===== src/uos_pkg.sv =====
// ----------------------------------------------------------------------------
// Ultrasonic occupancy sensor package
// Shared constants, phase codes and structures for the sensor core.
// ----------------------------------------------------------------------------
package uos_pkg;

    localparam int SENSORS      = 2;
    localparam int SENSOR_IDX_W = (SENSORS > 1) ? $clog2(SENSORS) : 1;

    localparam int INTERVAL_W   = 24;
    localparam int THRESHOLD_W  = 11;
    localparam int MAX_ECHO_W   = 16;
    localparam int TRIG_W       = 4;
    localparam int ECHO_CNT_W   = 17;
    localparam int DIST_W       = 11;
    localparam int CFG_IDX_W    = 2;
    localparam int CFG_DATA_W   = 24;

    localparam logic [INTERVAL_W-1:0]  RESET_INTERVAL   = 24'd500000;
    localparam logic [THRESHOLD_W-1:0] RESET_THRESHOLD  = 11'd5;
    localparam logic [MAX_ECHO_W-1:0]  RESET_MAX_ECHO   = 16'd23200;
    localparam logic [TRIG_W-1:0]      RESET_TRIG_WIDTH = 4'd10;
    localparam logic [DIST_W-1:0]      RESET_DISTANCE   = 11'd999;

    // Division by 58 as a multiply by a scaled reciprocal.
    localparam int                RECIP_SHIFT = 22;
    localparam int                RECIP_W     = 17;
    localparam logic [RECIP_W-1:0] RECIP_MULT  = 17'd72316;
    localparam int                PROD_W      = MAX_ECHO_W + RECIP_W;

    localparam logic [1:0] PH_IDLE      = 2'd0;
    localparam logic [1:0] PH_WAIT_HIGH = 2'd1;
    localparam logic [1:0] PH_WAIT_LOW  = 2'd2;
    localparam logic [1:0] PH_DONE      = 2'd3;

    localparam logic [CFG_IDX_W-1:0] CFG_INTERVAL   = 2'd0;
    localparam logic [CFG_IDX_W-1:0] CFG_THRESHOLD  = 2'd1;
    localparam logic [CFG_IDX_W-1:0] CFG_MAX_ECHO   = 2'd2;
    localparam logic [CFG_IDX_W-1:0] CFG_TRIG_WIDTH = 2'd3;

    typedef struct packed {
        logic              rejected;
        logic [DIST_W-1:0] cm;
        logic              occ_now;
    } t_eval;

    typedef struct packed {
        logic [SENSORS-1:0]      trigger_levels;
        logic [SENSORS-1:0]      led_levels;
        logic                    report_valid;
        logic [SENSOR_IDX_W-1:0] report_sensor;
        logic                    report_rejected;
        logic [DIST_W-1:0]       report_distance_cm;
        logic                    report_occupied;
        logic                    report_changed;
    } t_result;

endpackage


===== src/uos_eval.sv =====
// ----------------------------------------------------------------------------
// Echo width evaluation
// Checks an echo width against the limit, converts it to centimeters and
// compares the distance with the occupancy threshold.
// ----------------------------------------------------------------------------
module uos_eval
    import uos_pkg::*;
(
    input  logic [ECHO_CNT_W-1:0]  i_width,
    input  logic [MAX_ECHO_W-1:0]  i_max_echo,
    input  logic [THRESHOLD_W-1:0] i_threshold,
    output t_eval                  o_eval
);

    logic [PROD_W-1:0] w_prod;

    assign w_prod = PROD_W'(i_width[MAX_ECHO_W-1:0]) * PROD_W'(RECIP_MULT);

    always_comb begin
        o_eval.rejected = (i_width == '0) ||
                          (i_width > {1'b0, i_max_echo});
        o_eval.cm       = w_prod[RECIP_SHIFT +: DIST_W];
        o_eval.occ_now  = (w_prod[RECIP_SHIFT +: DIST_W] <= i_threshold);
    end

endmodule


===== src/uos_lane.sv =====
// ----------------------------------------------------------------------------
// Sensor lane
// Trigger pulse, echo timing and stored measurement of one sensor.
// ----------------------------------------------------------------------------
module uos_lane
    import uos_pkg::*;
(
    input  logic                  i_clk,
    input  logic                  i_rst_n,
    input  logic                  i_step,
    input  logic                  i_grant,
    input  logic                  i_echo,
    input  logic                  i_round,
    input  logic [TRIG_W-1:0]     i_trig_width,
    input  logic [MAX_ECHO_W-1:0] i_max_echo,
    input  t_eval                 i_eval,
    output logic                  o_done,
    output logic [ECHO_CNT_W-1:0] o_width,
    output logic [DIST_W-1:0]     o_dist,
    output logic                  o_occ,
    output logic                  o_occ_next,
    output logic                  o_trig_next
);

    logic [1:0]            r_phase, n_phase;
    logic [TRIG_W-1:0]     r_pulse, n_pulse;
    logic [ECHO_CNT_W-1:0] r_width, n_width;
    logic [DIST_W-1:0]     r_dist, n_dist;
    logic                  r_occ, n_occ;
    logic [ECHO_CNT_W-1:0] w_limit;

    assign w_limit = ECHO_CNT_W'(i_max_echo) + ECHO_CNT_W'(1);

    always_comb begin
        n_pulse = (r_pulse != '0) ? r_pulse - TRIG_W'(1) : '0;
        n_phase = r_phase;
        n_width = r_width;
        n_dist  = r_dist;
        n_occ   = r_occ;

        if ((r_phase == PH_DONE) && i_grant) begin
            n_phase = PH_IDLE;
            if (!i_eval.rejected) begin
                n_dist = i_eval.cm;
                n_occ  = i_eval.occ_now;
            end
        end

        case (r_phase)
            PH_WAIT_HIGH: begin
                if (i_echo) begin
                    n_width = ECHO_CNT_W'(1);
                    n_phase = PH_WAIT_LOW;
                end
            end
            PH_WAIT_LOW: begin
                if (i_echo) begin
                    if (r_width < w_limit) begin
                        n_width = r_width + ECHO_CNT_W'(1);
                    end
                end else begin
                    n_phase = PH_DONE;
                end
            end
            default: begin
            end
        endcase

        if (i_round && (n_phase == PH_IDLE)) begin
            n_phase = PH_WAIT_HIGH;
            n_pulse = i_trig_width;
        end
    end

    always_ff @(posedge i_clk) begin
        if (!i_rst_n) begin
            r_phase <= PH_IDLE;
            r_pulse <= '0;
            r_width <= '0;
            r_dist  <= RESET_DISTANCE;
            r_occ   <= 1'b0;
        end else if (i_step) begin
            r_phase <= n_phase;
            r_pulse <= n_pulse;
            r_width <= n_width;
            r_dist  <= n_dist;
            r_occ   <= n_occ;
        end
    end

    assign o_done      = (r_phase == PH_DONE);
    assign o_width     = r_width;
    assign o_dist      = r_dist;
    assign o_occ       = r_occ;
    assign o_occ_next  = n_occ;
    assign o_trig_next = (n_pulse != '0);

endmodule


===== src/uos_out_buf.sv =====
// ----------------------------------------------------------------------------
// Output buffer
// Output register with a skid stage so that a stalled receiver does not
// block the transaction already in flight on the input side.
// ----------------------------------------------------------------------------
module uos_out_buf
    import uos_pkg::*;
(
    input  logic    i_clk,
    input  logic    i_rst_n,
    input  logic    i_push,
    input  t_result i_data,
    output logic    o_full,
    output logic    o_valid,
    input  logic    i_stall,
    output t_result o_data
);

    logic    r_out_valid;
    logic    r_skid_valid;
    t_result r_out;
    t_result r_skid;
    logic    w_take;

    assign w_take = r_out_valid && !i_stall;

    always_ff @(posedge i_clk) begin
        if (!i_rst_n) begin
            r_out_valid  <= 1'b0;
            r_skid_valid <= 1'b0;
        end else if (r_skid_valid) begin
            if (w_take) begin
                r_skid_valid <= 1'b0;
            end
        end else if (i_push) begin
            if (r_out_valid && !w_take) begin
                r_skid_valid <= 1'b1;
            end
            r_out_valid <= 1'b1;
        end else if (w_take) begin
            r_out_valid <= 1'b0;
        end
    end

    always_ff @(posedge i_clk) begin
        if (r_skid_valid) begin
            if (w_take) begin
                r_out <= r_skid;
            end
        end else if (i_push) begin
            if (!r_out_valid || w_take) begin
                r_out <= i_data;
            end else begin
                r_skid <= i_data;
            end
        end
    end

    assign o_full  = r_skid_valid;
    assign o_valid = r_out_valid;
    assign o_data  = r_out;

endmodule


===== src/ultrasonic_occupancy_sensor_core.sv =====
// ----------------------------------------------------------------------------
// Ultrasonic occupancy sensor core
// Trigger rounds, echo timing and occupancy reporting for a set of sensors.
// ----------------------------------------------------------------------------
// Each input transaction is one microsecond tick carrying the echo level of
// every sensor. Each tick produces exactly one output transaction holding the
// trigger and LED drive of all sensors and, when a sensor finished, the report
// of the lowest-numbered finished sensor.
// The input channel accepts when i_valid is high and o_stall is low. The
// output channel delivers when o_valid is high and i_stall is low.
// The result of a tick is registered in the output buffer. A new tick can
// be accepted every cycle while o_stall is low; all work for a tick is done
// by one level of logic between the state registers and the output register.
// When the receiver stalls, the output register holds its transaction and
// one more tick is caught in a skid register; o_stall then rises until the
// skid register drains.
// Configuration writes go through i_cfg_valid with o_cfg_ready always high.
// The user must make them only while the core is idle (not enforced here).
// Synchronous reset loads the default configuration, clears the interval
// counter, sets every sensor idle with a distance of 999 cm and empties the
// output buffer.
// ----------------------------------------------------------------------------
module ultrasonic_occupancy_sensor_core
    import uos_pkg::*;
(
    input  logic                    i_clk,
    input  logic                    i_rst_n,
    input  logic                    i_valid,
    output logic                    o_stall,
    input  logic [SENSORS-1:0]      i_echo_levels,
    output logic                    o_valid,
    input  logic                    i_stall,
    output logic [SENSORS-1:0]      o_trigger_levels,
    output logic [SENSORS-1:0]      o_led_levels,
    output logic                    o_report_valid,
    output logic [SENSOR_IDX_W-1:0] o_report_sensor,
    output logic                    o_report_rejected,
    output logic [DIST_W-1:0]       o_report_distance_cm,
    output logic                    o_report_occupied,
    output logic                    o_report_changed,
    input  logic                    i_cfg_valid,
    output logic                    o_cfg_ready,
    input  logic [CFG_IDX_W-1:0]    i_cfg_index,
    input  logic [CFG_DATA_W-1:0]   i_cfg_data
);

    logic [INTERVAL_W-1:0]  r_interval;
    logic [THRESHOLD_W-1:0] r_threshold;
    logic [MAX_ECHO_W-1:0]  r_max_echo;
    logic [TRIG_W-1:0]      r_trig_width;
    logic [INTERVAL_W-1:0]  r_count, n_count;

    logic                   w_step;
    logic                   w_round;
    logic [INTERVAL_W:0]    w_count_inc;
    logic [INTERVAL_W-1:0]  w_period;

    logic [SENSORS-1:0]     w_done;
    logic [SENSORS-1:0]     w_grant;
    logic [SENSORS-1:0]     w_occ_next;
    logic [SENSORS-1:0]     w_trig_next;
    logic [SENSORS-1:0]     w_occ;
    logic [ECHO_CNT_W-1:0]  w_width [SENSORS];
    logic [DIST_W-1:0]      w_dist  [SENSORS];

    logic                    w_any;
    logic [SENSOR_IDX_W-1:0] w_sel;
    t_eval                   w_eval;
    t_result                 w_result;
    t_result                 w_out;

    assign o_cfg_ready = 1'b1;
    assign w_step      = i_valid && !o_stall;

    always_ff @(posedge i_clk) begin
        if (!i_rst_n) begin
            r_interval   <= RESET_INTERVAL;
            r_threshold  <= RESET_THRESHOLD;
            r_max_echo   <= RESET_MAX_ECHO;
            r_trig_width <= RESET_TRIG_WIDTH;
        end else if (i_cfg_valid && o_cfg_ready) begin
            case (i_cfg_index)
                CFG_INTERVAL:   r_interval   <= i_cfg_data[INTERVAL_W-1:0];
                CFG_THRESHOLD:  r_threshold  <= i_cfg_data[THRESHOLD_W-1:0];
                CFG_MAX_ECHO:   r_max_echo   <= i_cfg_data[MAX_ECHO_W-1:0];
                CFG_TRIG_WIDTH: r_trig_width <= i_cfg_data[TRIG_W-1:0];
                default: begin
                end
            endcase
        end
    end

    assign w_period    = (r_interval == '0) ? INTERVAL_W'(1) : r_interval;
    assign w_count_inc = {1'b0, r_count} + (INTERVAL_W+1)'(1);
    assign w_round     = (w_count_inc >= {1'b0, w_period});
    assign n_count     = w_round ? '0 : w_count_inc[INTERVAL_W-1:0];

    always_ff @(posedge i_clk) begin
        if (!i_rst_n) begin
            r_count <= '0;
        end else if (w_step) begin
            r_count <= n_count;
        end
    end

    always_comb begin
        w_any   = 1'b0;
        w_sel   = '0;
        w_grant = '0;
        for (int i = 0; i < SENSORS; i++) begin
            if (w_done[i] && !w_any) begin
                w_any      = 1'b1;
                w_sel      = SENSOR_IDX_W'(i);
                w_grant[i] = 1'b1;
            end
        end
    end

    uos_eval u_eval (
        .i_width     (w_width[w_sel]),
        .i_max_echo  (r_max_echo),
        .i_threshold (r_threshold),
        .o_eval      (w_eval)
    );

    for (genvar g = 0; g < SENSORS; g++) begin : g_lane
        uos_lane u_lane (
            .i_clk        (i_clk),
            .i_rst_n      (i_rst_n),
            .i_step       (w_step),
            .i_grant      (w_grant[g]),
            .i_echo       (i_echo_levels[g]),
            .i_round      (w_round),
            .i_trig_width (r_trig_width),
            .i_max_echo   (r_max_echo),
            .i_eval       (w_eval),
            .o_done       (w_done[g]),
            .o_width      (w_width[g]),
            .o_dist       (w_dist[g]),
            .o_occ        (w_occ[g]),
            .o_occ_next   (w_occ_next[g]),
            .o_trig_next  (w_trig_next[g])
        );
    end

    always_comb begin
        w_result                    = '0;
        w_result.trigger_levels     = w_trig_next;
        w_result.led_levels         = w_occ_next;
        if (w_any) begin
            w_result.report_valid    = 1'b1;
            w_result.report_sensor   = w_sel;
            w_result.report_rejected = w_eval.rejected;
            if (w_eval.rejected) begin
                w_result.report_distance_cm = w_dist[w_sel];
                w_result.report_occupied    = w_occ[w_sel];
            end else begin
                w_result.report_distance_cm = w_eval.cm;
                w_result.report_occupied    = w_eval.occ_now;
                w_result.report_changed     = (w_eval.occ_now != w_occ[w_sel]);
            end
        end
    end

    uos_out_buf u_out_buf (
        .i_clk   (i_clk),
        .i_rst_n (i_rst_n),
        .i_push  (w_step),
        .i_data  (w_result),
        .o_full  (o_stall),
        .o_valid (o_valid),
        .i_stall (i_stall),
        .o_data  (w_out)
    );

    assign o_trigger_levels     = w_out.trigger_levels;
    assign o_led_levels         = w_out.led_levels;
    assign o_report_valid       = w_out.report_valid;
    assign o_report_sensor      = w_out.report_sensor;
    assign o_report_rejected    = w_out.report_rejected;
    assign o_report_distance_cm = w_out.report_distance_cm;
    assign o_report_occupied    = w_out.report_occupied;
    assign o_report_changed     = w_out.report_changed;

endmodule


===== config.mk =====
export PLATFORM = sky130hd
export DESIGN_NAME = ultrasonic_occupancy_sensor_core
export DESIGN_NICKNAME = d
export VERILOG_FILES = /design/src/uos_pkg.sv /design/src/uos_eval.sv /design/src/uos_lane.sv /design/src/uos_out_buf.sv /design/src/ultrasonic_occupancy_sensor_core.sv
export SDC_FILE = /design/constraint.sdc
export NUM_CORES = 1
export LEC_CHECK = 0
export ABC_CLOCK_PERIOD_IN_PS = 12180
export BUFFER_PORTS_ARGS = -buffer_cell sky130_fd_sc_hd__buf_2
export CORE_MARGIN = 10
export CORE_UTILIZATION = 45
export CTS_CLUSTER_SIZE = 20
export DETAILED_ROUTE_END_ITERATION = 10
export SETUP_SLACK_MARGIN = 0.5
export SYNTH_ARGS = -nofsm -noshare
export SYNTH_HDL_FRONTEND = slang
export SYNTH_HIERARCHICAL = 1
export SYNTH_SLANG_ARGS = --single-unit

===== constraint.sdc =====
create_clock -name i_clk -period 12.18 [get_ports i_clk]
set_input_delay 0 -clock i_clk [delete_from_list [all_inputs] [get_ports i_clk]]
set_output_delay 0 -clock i_clk [all_outputs]
set_load 0.01 [all_outputs]

==> results of run 1 <==
## final timing paths
check,endpoint,slack [ns],depth (start not counted)
setup / recovery,u_out_buf/o_data[0],2.49,28
hold / removal,g_lane[0].u_lane/r_phase[0],0.04,4
setup reg to reg,u_out_buf/o_data[0],2.49,28
hold reg to reg,g_lane[1].u_lane/o_dist[10],0.46,2
## stage by stage
stage,hold slack [ns],total power [mW],utilization
final,0.03682,1.379,0.5009
after CTS,0.02152,1.391,0.5008
after global routing,0.1003,1.436,0.5009
after global placement,0.2401,0.8207,0.4759
after floorplan,0.1217,0.7791,-
after detailed placement,0.2428,0.8237,0.4759
## flip-flops by register name, indices dropped and copies added (netlist names)
name	cells
u_out_buf/o_data	20
u_out_buf/o_valid	1
g_lane.u_lane/o_occ	2
g_lane.u_lane/o_dist	22
r_count	24
r_interval	24
r_trig_width	4
g_lane.u_lane/r_phase	4
u_out_buf/o_full	1
g_lane.u_lane/o_width	34
r_threshold	11
g_lane.u_lane/r_pulse	8
u_out_buf/r_skid	20
r_max_echo	16
## kinds of logic (layout without fill, tap and decap cells)
| kind of cell | Yosys count | in the layout | synth area share |
|---|---|---|---|
| and+or+nand+nor | 588 | 588 | 0.1771 |
| AOI/OAI and AO/OA | 338 | 338 | 0.1362 |
| adders and majority gates | 305 | 305 | 0.2688 |
| buffers and inverters | 294 | 357 | 0.07135 |
| DFF | 191 | 191 | 0.2571 |
| xor gates and xnor gates | 77 | 77 | 0.04150 |
| muxes | 67 | 67 | 0.04767 |
| other | 1 | 2 | 0.0002282 |
## layout by cell type (no fill, tap or decap), types with 18 or more instances in the layout
cell type      instances
nand2_1              267
inv_1                229
ha_1                 225
dfxtp_1              151
a21oi_1              122
nand3_1               81
fa_1                  80
o21ai_0               55
nor2_1                54
buf_2                 54
xor2_1                46
edfxtp_1              40
nand4_1               36
dlygate4sd3_1         31
xnor2_1               30
mux2i_1               28
o211ai_1              24
mux2_2                22
or3_1                 19
a21o_1                19
and2_1                18
## routing by layer
| layer | share of wire | track usage | vias to the layer above | wire, microns |
|---|---|---|---|---|
| met5 | 0 | 0 | - | 0 |
| met4 | 0.024 | 0.05944 | 0 | 999 |
| met3 | 0.054 | 0.04065 | 72 | 2267 |
| met2 | 0.46 | 0.3080 | 269 | 19200 |
| met1 | 0.47 | 0.2510 | 6301 | 19560 |
| li1 | - | - | 6555 | - |
## tightest hold or removal path: stages
cell and delay (ns):
buf_2 0.14, o21ai_0 0.16, a221oi_1 0.07, nor2_1 0.09
## synthesized netlist by cell type, drive strengths merged, types with 11 or more instances
| master | count |
|---|---|
| o41ai | 11 |
| or2 | 14 |
| ha | 225 |
| nand2 | 267 |
| a21oi | 127 |
| nand4 | 39 |
| xor2 | 47 |
| o21ai | 69 |
| mux2 | 39 |
| dfxtp | 151 |
| xnor2 | 30 |
| a21o | 19 |
| nor2 | 56 |
| inv | 230 |
| nor3 | 18 |
| o211ai | 26 |
| and2 | 18 |
| edfxtp | 40 |
| mux2i | 28 |
| nand3 | 82 |
| a211oi | 13 |
| or3 | 19 |
| buf | 15 |
| fa | 80 |
| clkbuf | 48 |
| nor4 | 16 |
## cell type report
class | instances | area share
diodes | 1 | 0.0001394
clock buffers | 18 | 0.02391
clock inverters | 14 | 0.008506
inverters | 231 | 0.04832
multi-input cells | 1376 | 0.6155
flip-flops and latches | 191 | 0.2354
well taps | 461 | 0.03214
repair buffers | 94 | 0.03612
## where the power goes
| group | total [mW] | switching [mW] | internal, mW | leakage, nW |
|---|---|---|---|---|
| combinational | 0.136 | 0.0828 | 0.0528 | 6.36 |
| clock | 0.563 | 0.273 | 0.290 | 0.282 |
| sequential | 0.681 | 0.0166 | 0.664 | 1.59 |
## what timing repair did
item / CTS / global route
hold buffers: 31 / 0
hold endpoints to repair: 57 / 0
setup buffers: 0 / 0
==> results.sh, run 1 <==
export IMPL_critical_path_max_fanout=22
export IMPL_synth_cell_area_sq_um=16430
export IMPL_drtPass1Iterations=5
export IMPL_fin_skew_ns=0.01282
export IMPL_grt_overflow_total=0
export IMPL_finalHoldViolations=0
export IMPL_synth_area_leader_cell="dfxtp_1"
export IMPL_p_leak_nw=8.232
export IMPL_grt_pass1_wl_microns=68920
export IMPL_timing_final_ws_setup_ns=2.489
export IMPL_seq_area_sq_um=4224
export IMPL_finalInstanceArea_sq_um=17950
export IMPL_numCtsBuffers=17
export IMPL_num_vias=13200
export IMPL_cpMostUsedCell="fa_1"
export IMPL_rr_startpoint="g_lane[0].u_lane/r_phase[0]"
export IMPL_period_needed_ns=9.691
export IMPL_synth_top_area_frac=0.1840
export IMPL_hp_start="i_echo_levels[0]"
export IMPL_start_kind="flop"
export IMPL_post_place_cells=2322
export IMPL_cts_root_buffer="clkbuf_16"
export IMPL_drive_gt1_frac=0.09511
export IMPL_die_h_microns=211.1
export IMPL_yosys_warnings=6
export IMPL_dp_slack_ns=2.476
export IMPL_drt_iter0_drc=846
export IMPL_syn_avg_cell_area_sq_um=8.829
export IMPL_setup_viol=0
export IMPL_wl_microns=42030
export IMPL_drv_cap=0
export IMPL_min_period_over_period=0.7956
export IMPL_synthDistinctLibCells=97
export IMPL_fmax_mhz=103.2
export IMPL_grt_pass1_vias=13070
export IMPL_hold_path_class="input pin to flop"
export IMPL_vias_per_cell=5.531
export IMPL_worstSetupPathType="flop to flop"
export IMPL_crit_family="adder cells"
export IMPL_crit_buf_inv=4
export IMPL_synth_flop_cell="dfxtp_1"
export IMPL_power_density_nw_per_um2=76.85
export IMPL_cts_sinks=191
export IMPL_cp_arrival_ns=9.90
export IMPL_ys_ff_latch=191
export IMPL_io_pins=56
export IMPL_vdd_drop_max_mv=0.09569
export IMPL_ant_nets=0
export IMPL_critPathCaptureType="flop"
export IMPL_drc=0
export IMPL_die_w_microns=211.1
export IMPL_grt_max_degree=68
export IMPL_post_cts_resized=0
export IMPL_synthCells=1861
export IMPL_crit_slowest_cell="nor2b_2"
export IMPL_cpPeakStageDelay_ns=0.98
export IMPL_wl_per_cell_microns=17.61
export IMPL_clk_pin_slew_worst_paths_ns=0.08
export IMPL_max_slew_margin=0.2804
export IMPL_max_slew_worst_pin_slew_ns=1.075
export IMPL_layoutNonFillerInstCount=2386
export IMPL_synthTopCellsByArea="dfxtp_1, ha_1, fa_1"
export IMPL_seq_area_frac_synth=0.2571
export IMPL_clk_path_buf_depth=2
export IMPL_synth_edf_count=40
export IMPL_dieArea_sq_um=44560
export IMPL_grt_util_all_layers=0.1912
export IMPL_nets=2249
export IMPL_async_flop_share=0
export IMPL_area_growth_syn_to_layout_pct=9.222
export IMPL_portBuffers=54
export IMPL_fin_setup_tns_ns=0
export IMPL_drv_slew=0
export IMPL_place_area_sq_um=17050
export IMPL_synth_net_count=2199
export IMPL_tritoncts="built"
export IMPL_crit_start="g_lane[0].u_lane/r_phase[0]"
export IMPL_fp_row_count=69
export IMPL_multi_input_area_sq_um=11050
export IMPL_grt_antenna_before_repair=1
export IMPL_rsz0062_at_grt="false"
export IMPL_start_util=0.4586
export IMPL_core_sq_um=35830
export IMPL_htreeDepth=4
export IMPL_place_congestion=0.9432
export IMPL_status="finished, final reports clean"
export IMPL_dp_hpwl_microns=31980
export IMPL_clk_latency_ns=0.45
export IMPL_required_ns=12.39
export IMPL_fill_cells=3373
Note: power is estimated with default switching activity, not from simulation.
==> run 2, diff against run 1 <==
Settings changed: ABC_AREA from default to 1, ABC_CLOCK_PERIOD_IN_PS 12180 to 8039.
Clock period 12.18 ns to 8.04 ns, I/O delays scaled along.
==> results.sh, run 2 <==
export IMPL_final_cell_mix="nand2_1, inv_1, nor2_1"
export IMPL_wl_microns=51170
export IMPL_syn_avg_cell_area_sq_um=6.955
export IMPL_cpPeakStageDelay_ns=0.57
export IMPL_cts_sinks=191
export IMPL_synth_flop_cell="dfxtp_1"
export IMPL_nets=3027
export IMPL_synth_area_leader_cell="dfxtp_1"
export IMPL_multi_input_area_sq_um=12180
export IMPL_seq_area_frac_synth=0.2341
export IMPL_yosys_area_share_adder=0.2448
export IMPL_grt_pass1_wl_microns=81680
export IMPL_synth_top_area_frac=0.1675
export IMPL_ant_nets=0
export IMPL_fmax_mhz=139.2
export IMPL_dp_hpwl_microns=39250
export IMPL_start_util=0.4541
export IMPL_rr_startpoint="g_lane[1].u_lane/r_phase[0]"
export IMPL_place_area_sq_um=18750
export IMPL_synthDistinctLibCells=52
export IMPL_layoutNonFillerInstCount=3227
export IMPL_synthSimpleGateAreaFrac=0.2965
export IMPL_synthTopCellsByArea="dfxtp_1, ha_1, nand2_1"
export IMPL_htreeDepth=4
export IMPL_async_flop_share=0
export IMPL_yosysMostFrequentCell="nand2_1"
export IMPL_rsz0062_at_grt="true"
export IMPL_vdd_drop_max_mv=0.1467
export IMPL_critPathCaptureType="flop"
export IMPL_hp_start="i_valid"
export IMPL_clk_pin_slew_worst_paths_ns=0.08
export IMPL_numCtsBuffers=17
export IMPL_n_antenna_cell=0
export IMPL_drv_cap=0
export IMPL_drv_slew=0
export IMPL_wl_met2_microns=24370
export IMPL_cts_root_buffer="clkbuf_16"
export IMPL_min_period_over_period=0.8933
export IMPL_area_growth_syn_to_layout_pct=12.86
export IMPL_timing_final_ws_setup_ns=0.8581
export IMPL_largest_reg_flops=34
export IMPL_yosys_warnings=6
export IMPL_finalHoldViolations=0
export IMPL_tritoncts="built"
export IMPL_grt_pass1_vias=15740
export IMPL_hold_path_class="input pin to flop"
export IMPL_routed_top_layer="met4"
export IMPL_finalInstanceArea_sq_um=20360
export IMPL_max_slew_margin=0.1918
export IMPL_vias_per_cell=5.154
export IMPL_synth_cell_area_sq_um=18040
export IMPL_grt_antenna_before_repair=0
export IMPL_synth_edf_count=40
export IMPL_fin_skew_ns=0.01438
export IMPL_dp_slack_ns=0.2831
export IMPL_power_density_nw_per_um2=132.3
export IMPL_io_pins=56
export IMPL_synthMuxAreaShare=0
export IMPL_design_power_total_mw=2.694
export IMPL_wl_met1_microns=23160
export IMPL_synthCells=2594
export IMPL_max_slew_worst_pin_slew_ns=1.211
export IMPL_setup_viol=0
export IMPL_core_sq_um=39730
export IMPL_crit_start="g_lane[1].u_lane/r_phase[0]"
export IMPL_cp_arrival_ns=7.41
export IMPL_dieArea_sq_um=48500
export IMPL_portBuffers=54
export IMPL_drc=0
export IMPL_start_kind="flop"
export IMPL_wl_per_cell_microns=15.86
export IMPL_p_leak_nw=10.52
export IMPL_post_place_cells=3125
export IMPL_drt_iter0_drc=1089
export IMPL_status="finished, final reports clean"
export IMPL_wl_met3_microns=2279
export IMPL_ys_top_cells_by_count="nand2_1, inv_1, nor2_1"
export IMPL_fin_setup_tns_ns=0
export IMPL_seq_area_sq_um=4232
export IMPL_die_w_microns=220.2
export IMPL_grt_max_degree=66
export IMPL_grt_util_all_layers=0.2099
export IMPL_drive_gt1_frac=0.1062
export IMPL_clk_latency_ns=0.47
export IMPL_num_vias=16630
export IMPL_synth_xor_area_share=0.02184
export IMPL_required_ns=8.27
export IMPL_die_h_microns=220.2
export IMPL_crit_slowest_cell="fa_1"
export IMPL_mostFrequentLayoutCell="nand2_1"
export IMPL_period_needed_ns=7.182
export IMPL_ys_ff_latch=191
export IMPL_synth_net_count=2932
export IMPL_synth_top_family_by_area="simple AND/OR/NAND/NOR gates"
export IMPL_fill_cells=3921
export IMPL_cpMostUsedCell="fa_1"
export IMPL_clk_path_buf_depth=2
export IMPL_grt_overflow_total=0
export IMPL_synth_compound_area_frac=0.09258
export IMPL_rrSetupSlack_ns=0.86
export IMPL_critical_path_max_fanout=5
export IMPL_drtPass1Iterations=5
export IMPL_place_congestion=0.9262
export IMPL_fp_row_count=73
export IMPL_worstSetupPathType="flop to flop"
-- run 2: cell types whose count changed after synthesis, moves of 16 or more --
cell / before / now
and2_1: 18 / 0
or3_1: 19 / 0
nand3_1: 81 / 135
nor2_1: 54 / 275
a21oi_1: 122 / 161
mux2i_1: 28 / 0
mux2_2: 22 / 0
inv_2: 0 / 20
mux2_4: 17 / 0
nand4_1: 36 / 52
o21ai_0: 55 / 86
xnor2_1: 30 / 13
nand2_1: 267 / 708
inv_1: 230 / 407
-- run 2: kinds of logic (layout without fill, tap and decap cells) --
family	after synthesis	after routing
AO/OA/AOI/OAI	308	308
XOR/XNOR	45	45
adder cells (fa/ha/maj)	305	305
buffers and inverters	496	604
flip-flops	191	191
other	1	1
AND/OR/NAND/NOR	1248	1248
-- run 2: what timing repair did --
action                                  4_1_cts  5_1_grt
pin swaps                                     0       33
setup buffers                                 4       23
endpoints found under the hold margin        78        0
gates cloned                                  1        1
endpoints found under the setup margin        8       10
gates resized for setup                       8       82
hold buffers                                 41        0
-- run 2: per-stage QoR --
step / util / hold slack, ns
detailed placement: 0.4719 / 0.2267
floorplan: - / 0.09763
global placement: 0.4719 / 0.2216
finish: 0.5125 / 0.08768
CTS: 0.4984 / 0.06582
global route: 0.5125 / 0.1515
-- run 2: worst max-delay path, delay by kind of cell (launching register included) --
family	cells	cell delay, ns
AOI/OAI and AO/OA	3	0.29
adders and majority gates	9	3.86
buffers and inverters	8	0.75
DFF	1	0.37
and+or+nand+nor	15	1.67
-- run 2: worst paths after layout --
path	end	depth (start not counted)
worst max-delay path	u_out_buf/o_data[16]	35
worst min-delay path	g_lane[1].u_lane/r_phase[1]	5
worst max register to register	u_out_buf/o_data[16]	35
worst min register to register	g_lane[1].u_lane/o_dist[7]	2
-- run 2: power by group --
part / switching (mW) / total [mW] / leakage [nW] / internal (mW)
clock: 0.431 / 0.871 / 0.279 / 0.440
sequential: 0.0484 / 1.07 / 1.63 / 1.02
combinational: 0.465 / 0.755 / 8.61 / 0.290
-- run 2: layout make-up --
class,instances,area share
timing repair inverter,1,0.0003687
multi-input combinational,1907,0.5983
timing repair buffer,142,0.05333
inverter,429,0.07926
clock inverter,14,0.007558
clock buffer,18,0.02108
tap,525,0.03226
sequential,191,0.2078
-- run 2: metal layers --
metal | GRT usage | up-vias
met3 | 0.02854 | 73
met2 | 0.3551 | 411
li1 | - | 8392
met1 | 0.2720 | 7755
met5 | 0 | -
met4 | 0.06642 | 0
